[config.mk]
export PLATFORM = sky130hd
export DESIGN_NAME = poly_voice_allocator
export DESIGN_NICKNAME = d
export VERILOG_FILES = /design/src/hw/rtl/vpa_pkg.sv /design/src/hw/rtl/vpa_slot_bank.sv /design/src/hw/rtl/poly_voice_allocator.sv
export SDC_FILE = /design/constraint.sdc
export NUM_CORES = 1
export LEC_CHECK = 0
export BUFFER_PORTS_ARGS = -buffer_cell sky130_fd_sc_hd__buf_2
export CAP_MARGIN = 30
export CORE_ASPECT_RATIO = 1.4
export CORE_MARGIN = 2
export CORE_UTILIZATION = 66
export DETAILED_ROUTE_END_ITERATION = 6
export PLACE_DENSITY = 0.92
export SLEW_MARGIN = 20
export SYNTH_ARGS = -nofsm -noshare
export SYNTH_HDL_FRONTEND = slang
export SYNTH_SLANG_ARGS = --single-unit
export TNS_END_PERCENT = 30
[constraint.sdc]
create_clock -name clk -period 10.6 [get_ports clk]
set_input_delay 0.53 -clock clk [delete_from_list [all_inputs] [get_ports clk]]
set_output_delay 0.53 -clock clk [all_outputs]
set_load 0.02 [all_outputs]
[src/hw/rtl/vpa_pkg.sv]
// Shared types and constants for the polyphonic voice allocator.
`default_nettype none

package vpa_pkg;

  localparam int NOTE_W = 7;
  localparam int VEL_W = 7;
  localparam int SLOT_NOTE_W = 8;
  localparam int VOICE_SLOT_W = 3;

  localparam logic MODE_NOTE_ON = 1'b0;
  localparam logic MODE_NOTE_OFF = 1'b1;

  localparam logic [SLOT_NOTE_W-1:0] EMPTY_NOTE = 8'hFF;

  typedef struct packed {
    logic              mode;
    logic [NOTE_W-1:0] note_number;
    logic [VEL_W-1:0]  note_velocity;
  } vpa_in_t;

  typedef struct packed {
    logic [VOICE_SLOT_W-1:0] voice_slot;
    logic                    slot_hit;
  } vpa_out_t;

  typedef struct packed {
    logic              en;
    logic              release_slot;
    logic [NOTE_W-1:0] note;
    logic [VEL_W-1:0]  vel;
  } vpa_wr_t;

endpackage

`default_nettype wire

[src/hw/rtl/vpa_slot_bank.sv]
// Voice slot storage with per-slot free and note-match flags.
`default_nettype none

module vpa_slot_bank #(
  parameter int VOICES = 8
) (
  input  wire logic                      clk,
  input  wire logic                      rst,
  input  wire logic [vpa_pkg::NOTE_W-1:0] lookup_note,
  input  wire vpa_pkg::vpa_wr_t           wr,
  input  wire logic [VOICES-1:0]          wr_sel,
  output logic [VOICES-1:0]               free_vec,
  output logic [VOICES-1:0]               match_vec
);
  import vpa_pkg::*;

  logic [SLOT_NOTE_W-1:0] slot_note [VOICES];
  logic [VEL_W-1:0]       slot_velocity [VOICES];

  always_ff @(posedge clk) begin
    if (rst) begin
      for (int i = 0; i < VOICES; i++) begin
        slot_note[i] <= EMPTY_NOTE;
        slot_velocity[i] <= '0;
      end
    end else if (wr.en) begin
      for (int i = 0; i < VOICES; i++) begin
        if (wr_sel[i]) begin
          if (wr.release_slot) begin
            slot_note[i] <= EMPTY_NOTE;
            slot_velocity[i] <= '0;
          end else begin
            slot_note[i] <= {1'b0, wr.note};
            slot_velocity[i] <= wr.vel;
          end
        end
      end
    end
  end

  always_comb begin
    for (int i = 0; i < VOICES; i++) begin
      free_vec[i] = (slot_velocity[i] == '0);
      match_vec[i] = (slot_velocity[i] != '0) && (slot_note[i] == {1'b0, lookup_note});
    end
  end

endmodule

`default_nettype wire

[src/hw/rtl/poly_voice_allocator.sv]
// Polyphonic voice allocator: lowest free slot on note-on, lowest match on note-off.
//
// Events enter on the event channel (event_valid/event_ready/event_data) and
// each produces exactly one transaction on the result channel
// (result_valid/result_ready/result_data). A note-on with nonzero velocity
// takes the lowest free slot; a note-off frees the lowest busy slot holding
// that note. Ignored events report slot_hit 0 and voice_slot 0.
// An accepted event is held in an input register, resolved against the slot
// table by a priority pick, and its result is loaded into the result register
// once that register is empty or the receiver takes the result it holds.
// The slot table is updated in the same cycle the result is registered, so
// the next event sees it.
// One event per cycle is sustained while the receiver keeps up; the rate is
// set by the combinational slot search and the table update made per result.
// Reset clears every slot to free with the empty note marker and drops both
// valid flags; no clearing pass is needed. When the receiver stalls, the
// result register holds, the input register fills, and event_ready falls.
`default_nettype none

module poly_voice_allocator #(
  parameter int VOICES = 8
) (
  input  wire logic              clk,
  input  wire logic              rst,
  input  wire logic              event_valid,
  output logic                   event_ready,
  input  wire vpa_pkg::vpa_in_t  event_data,
  output logic                   result_valid,
  input  wire logic              result_ready,
  output vpa_pkg::vpa_out_t      result_data
);
  import vpa_pkg::*;

  localparam int IDX_W = (VOICES > 1) ? $clog2(VOICES) : 1;

  logic              pend_valid;
  vpa_in_t           pend_item;
  logic              advance;
  logic [VOICES-1:0] free_vec;
  logic [VOICES-1:0] match_vec;
  logic [VOICES-1:0] cand;
  logic [VOICES-1:0] pick;
  logic              hit;
  logic [IDX_W-1:0]  pick_idx;
  logic [IDX_W+VOICE_SLOT_W-1:0] idx_ext;
  vpa_wr_t           wr;
  vpa_out_t          result_next;

  assign advance = pend_valid && (!result_valid || result_ready);
  assign event_ready = !pend_valid || advance;

  always_ff @(posedge clk) begin
    if (rst) begin
      pend_valid <= 1'b0;
    end else if (event_ready) begin
      pend_valid <= event_valid;
    end
  end

  always_ff @(posedge clk) begin
    if (event_valid && event_ready) begin
      pend_item <= event_data;
    end
  end

  vpa_slot_bank #(.VOICES(VOICES)) u_bank (
    .clk        (clk),
    .rst        (rst),
    .lookup_note(pend_item.note_number),
    .wr         (wr),
    .wr_sel     (pick),
    .free_vec   (free_vec),
    .match_vec  (match_vec)
  );

  always_comb begin
    if (pend_item.mode == MODE_NOTE_ON) begin
      cand = (pend_item.note_velocity != '0) ? free_vec : '0;
    end else begin
      cand = match_vec;
    end
    pick = cand & (~cand + {{(VOICES-1){1'b0}}, 1'b1});
    hit = |cand;
    pick_idx = '0;
    for (int i = 0; i < VOICES; i++) begin
      if (pick[i]) begin
        pick_idx = pick_idx | IDX_W'(i);
      end
    end
    idx_ext = {{VOICE_SLOT_W{1'b0}}, pick_idx};
    wr.en = advance && hit;
    wr.release_slot = (pend_item.mode == MODE_NOTE_OFF);
    wr.note = pend_item.note_number;
    wr.vel = pend_item.note_velocity;
    result_next.voice_slot = hit ? idx_ext[VOICE_SLOT_W-1:0] : '0;
    result_next.slot_hit = hit;
  end

  always_ff @(posedge clk) begin
    if (rst) begin
      result_valid <= 1'b0;
    end else if (advance) begin
      result_valid <= 1'b1;
    end else if (result_ready) begin
      result_valid <= 1'b0;
    end
  end

  always_ff @(posedge clk) begin
    if (advance) begin
      result_data <= result_next;
    end
  end

endmodule

`default_nettype wire

==> impl_metrics.ini <==
[clock_tree]
postCtsSetupBuffers = 0
tritoncts = built
max-clock-path-buffers = 2
ctsRootBufferMaster = sky130_fd_sc_hd__clkbuf_16
cts_inserted_buffers = 17
postCtsHoldBufs = 0
htree_num_levels = 4
cts_resized = 0
clkSinkCount = 141
worst_setup_hold_path_clk_slew_ns = 0.05
worst_skew_pair.late_latency_ns = 0.42

[placed_design]
pre_cts_ws_ns = 6.945
detailed_place_hpwl_mm = 8.815
portBuffers = 24
routabilityCongestion = 0.9223

[synthesis]
asyncSetResetFlopFracSynth_pct = 0
gate_count_after_technology_mapping = 472
number_of_enable_type_register_cells_in_the_synthesized_netlist = 139
synth.area.top_cells = sky130_fd_sc_hd__edfxtp_1 (65%), sky130_fd_sc_hd__xor2_1 (7.6%), sky130_fd_sc_hd__nand2b_1 (3.4%)
synth_nets = 491
synth-main-ff-cell = sky130_fd_sc_hd__edfxtp_1
synthesis.yosys.warnings = 0
netlist-cell-type-count = 44
ys_seq_area_share_pct = 65.53
netlist.area_leader.share_pct = 64.90
synth.ff_latch_count = 141
synth_top_cell_by_area = sky130_fd_sc_hd__edfxtp_1
cell_area_after_technology_mapping_um2 = 6431
synth.avg_cell_area_um2 = 13.63

[drt]
drt-vias-per-instance = 6.637
drt_drc_violations_left = 2
detail_route.wirelength_mm = 13.97
postRouteAntennaNets = 0
drt-initial-drc-count = 614
detail_route.wl_per_cell_um = 22.75
detailedRoute.firstPassIterationCount = 7
num_vias = 4075

[timing]
relSlewSlack_pct = 39.46
totalNegativeSetupSlack_ns = 0
tightest_slew_ns = 0.9013
setup_violations = 0
timing.clock.skew_ns = 0.007262
portion_of_the_clock_cycle_consumed_by_the_worst_path_in_the_final_layout_pct = 35.27
timing_hold_violations_final = 0
finalCriticalPeriod_ns = 3.739
rsz0062_at_grt = no
timing.final.max_slew_violations = 0
clock.fmax_ghz = 0.2675
post-route-worst-setup-slack_ns = 6.861

[die]
die_w_um = 87.43
placement_rows = 42
core-area_um2 = 9459
design.die.area_um2 = 10560
i_o_pins = 25
die_y_um = 120.8
start_util_pct = 67.99

[global_route]
vias_in_the_first_global_route = 4090
globalRouteOverflowTotal = 0
number_of_antenna_violations_at_the_first_check_in_global_routing = 0
track_usage_pct = 28.47
first_pass_grt_wire_length_mm = 21.67
maximum_number_of_pins_on_one_net_before_global_route_repair = 38

[status]
violations = DRC
run_status = complete, but fails checks

[layout]
layout_cells_sized_above_1_pct = 18.06
final_cell_mix = sky130_fd_sc_hd__edfxtp_1 (139), sky130_fd_sc_hd__xor2_1 (56), sky130_fd_sc_hd__nor2_1 (41), sky130_fd_sc_hd__nand2b_1 (35), sky130_fd_sc_hd__buf_2 (24)
mostFrequentLayoutCell = sky130_fd_sc_hd__edfxtp_1
area.growth.synth_to_final_pct = 11.26
fin_util_pct = 75.65
numnets_final = 510
antenna-diode-count = 0

[pwr]
power.density_cell_area_nw_per_um2 = 181.2
total_leakage_power_nw = 2.208
vdd_ir_drop_max_uv = 140.2

[worst_setup_path]
cp.required_ns = 10.72
worst_setup_path_end_kind = register
setup.worst_path.start_class = register
timing_worst_setup_path_type = reg2reg
arrival_ns = 3.86
crit_path_max_fanout = 18

[flow_run]
maxCapViolCount = 0

[min_path]
min_delay_worst_type = in2reg
kinds of logic (layout without fill, tap and decap cells):
logic type / after synthesis / in the layout / synth area share, %
AO/OA/AOI/OAI: 22 / 22 / 2.705
buffers and inverters: 44 / 76 / 3.852
flip-flops: 141 / 141 / 65.53
XOR/XNOR: 56 / 56 / 7.626
AND/OR/NAND/NOR: 209 / 209 / 20.29
power by group:
part	total [mW]	switching, mW	internal (mW)
combinational	0.0521	0.0361	0.0160
sequential	0.640	0.0146	0.625
clock	0.605	0.215	0.390
per-stage QoR:
| step | area [µm²] | power (mW) | cells | hold WS (ns) |
|---|---|---|---|---|
| after global routing | 7156 | 1.329 | 614 | 0.2773 |
| after global placement | 6539 | 0.6959 | 581 | 0.4996 |
| after CTS | 7156 | 1.300 | 614 | 0.2711 |
| final | 7156 | 1.297 | 614 | 0.2852 |
| after floorplan | 6431 | 0.6823 | 472 | 0.4868 |
| after detailed placement | 6550 | 0.7008 | 582 | 0.5319 |
critical path, cell delays in order (launching register included):
cell and delay (ns):
sky130_fd_sc_hd__edfxtp_1 0.41, sky130_fd_sc_hd__nor4_2 0.39, sky130_fd_sc_hd__a21o_1 0.44, sky130_fd_sc_hd__a21oi_1 0.14, sky130_fd_sc_hd__nor3_2 0.59, sky130_fd_sc_hd__nand4_4 0.44
sky130_fd_sc_hd__o21ai_1 0.72, sky130_fd_sc_hd__buf_4 0.29
sequential cells by signal, summed over array words and instances (netlist names):
signal / cells
u_bank.slot_note: 64
u_bank.slot_velocity: 56
pend_item: 15
result_data: 4
pend_valid: 1
result_valid: 1
cell usage after synthesis, types with 2 or more instances:
cell type                    n
sky130_fd_sc_hd__nand4_1     4
sky130_fd_sc_hd__nor2_1     41
sky130_fd_sc_hd__or2_1      16
sky130_fd_sc_hd__edfxtp_1  139
sky130_fd_sc_hd__nand2_1    11
sky130_fd_sc_hd__dfxtp_1     2
sky130_fd_sc_hd__clkbuf_1    8
sky130_fd_sc_hd__xor2_1     56
sky130_fd_sc_hd__inv_2       2
sky130_fd_sc_hd__nor4_1     19
sky130_fd_sc_hd__nand2b_1   35
sky130_fd_sc_hd__nor3_1     17
sky130_fd_sc_hd__a21oi_1     4
sky130_fd_sc_hd__nand3_1     2
sky130_fd_sc_hd__and3_1      5
sky130_fd_sc_hd__nor2b_1     2
sky130_fd_sc_hd__or3_1      19
sky130_fd_sc_hd__nor3b_1     3
sky130_fd_sc_hd__and4_4      2
sky130_fd_sc_hd__and2_1      8
sky130_fd_sc_hd__o21ai_0     3
sky130_fd_sc_hd__a31o_2      2
sky130_fd_sc_hd__buf_2       9
sky130_fd_sc_hd__nor4_4      2
sky130_fd_sc_hd__nor3_2     16
sky130_fd_sc_hd__buf_6       6
sky130_fd_sc_hd__inv_1      11
sky130_fd_sc_hd__o21ai_1     4
sky130_fd_sc_hd__buf_4       7
sky130_fd_sc_hd__nor4_2      3
per-layer routing:
layer  wire length (µm)  share of wire (%)  GRT usage [%]  vias up
li1                   -                  -              -     1734
met4                734                5.3          13.46        0
met2               7070                 51          47.11      284
met5                  0                  0              0        -
met1               4815                 34          34.28     1970
met3               1345                9.6          7.645       87
cell type report:
class | instances | area, µm²
Inverter | 14 | 52.55
Sequential cell | 141 | 4214
Timing Repair Buffer | 30 | 165.2
Clock buffer | 19 | 432.9
Multi-Input combinational cell | 287 | 1981
Tap cell | 110 | 137.6
Clock inverter | 13 | 172.7
Fill cell | 512 | 2303
path summary, 6_finish.rpt:
check	from	endpoint	slack [ns]	cells past startpoint
worst min register to register	pend_valid	result_valid	0.53	2
worst max-delay path	pend_item[1]	u_bank.slot_note[7][0]	6.86	7
worst max register to register	pend_item[1]	u_bank.slot_note[7][0]	6.86	7
worst min-delay path	event_data[3]	pend_item[3]	0.29	1
Power figures use the tool's default switching activity.
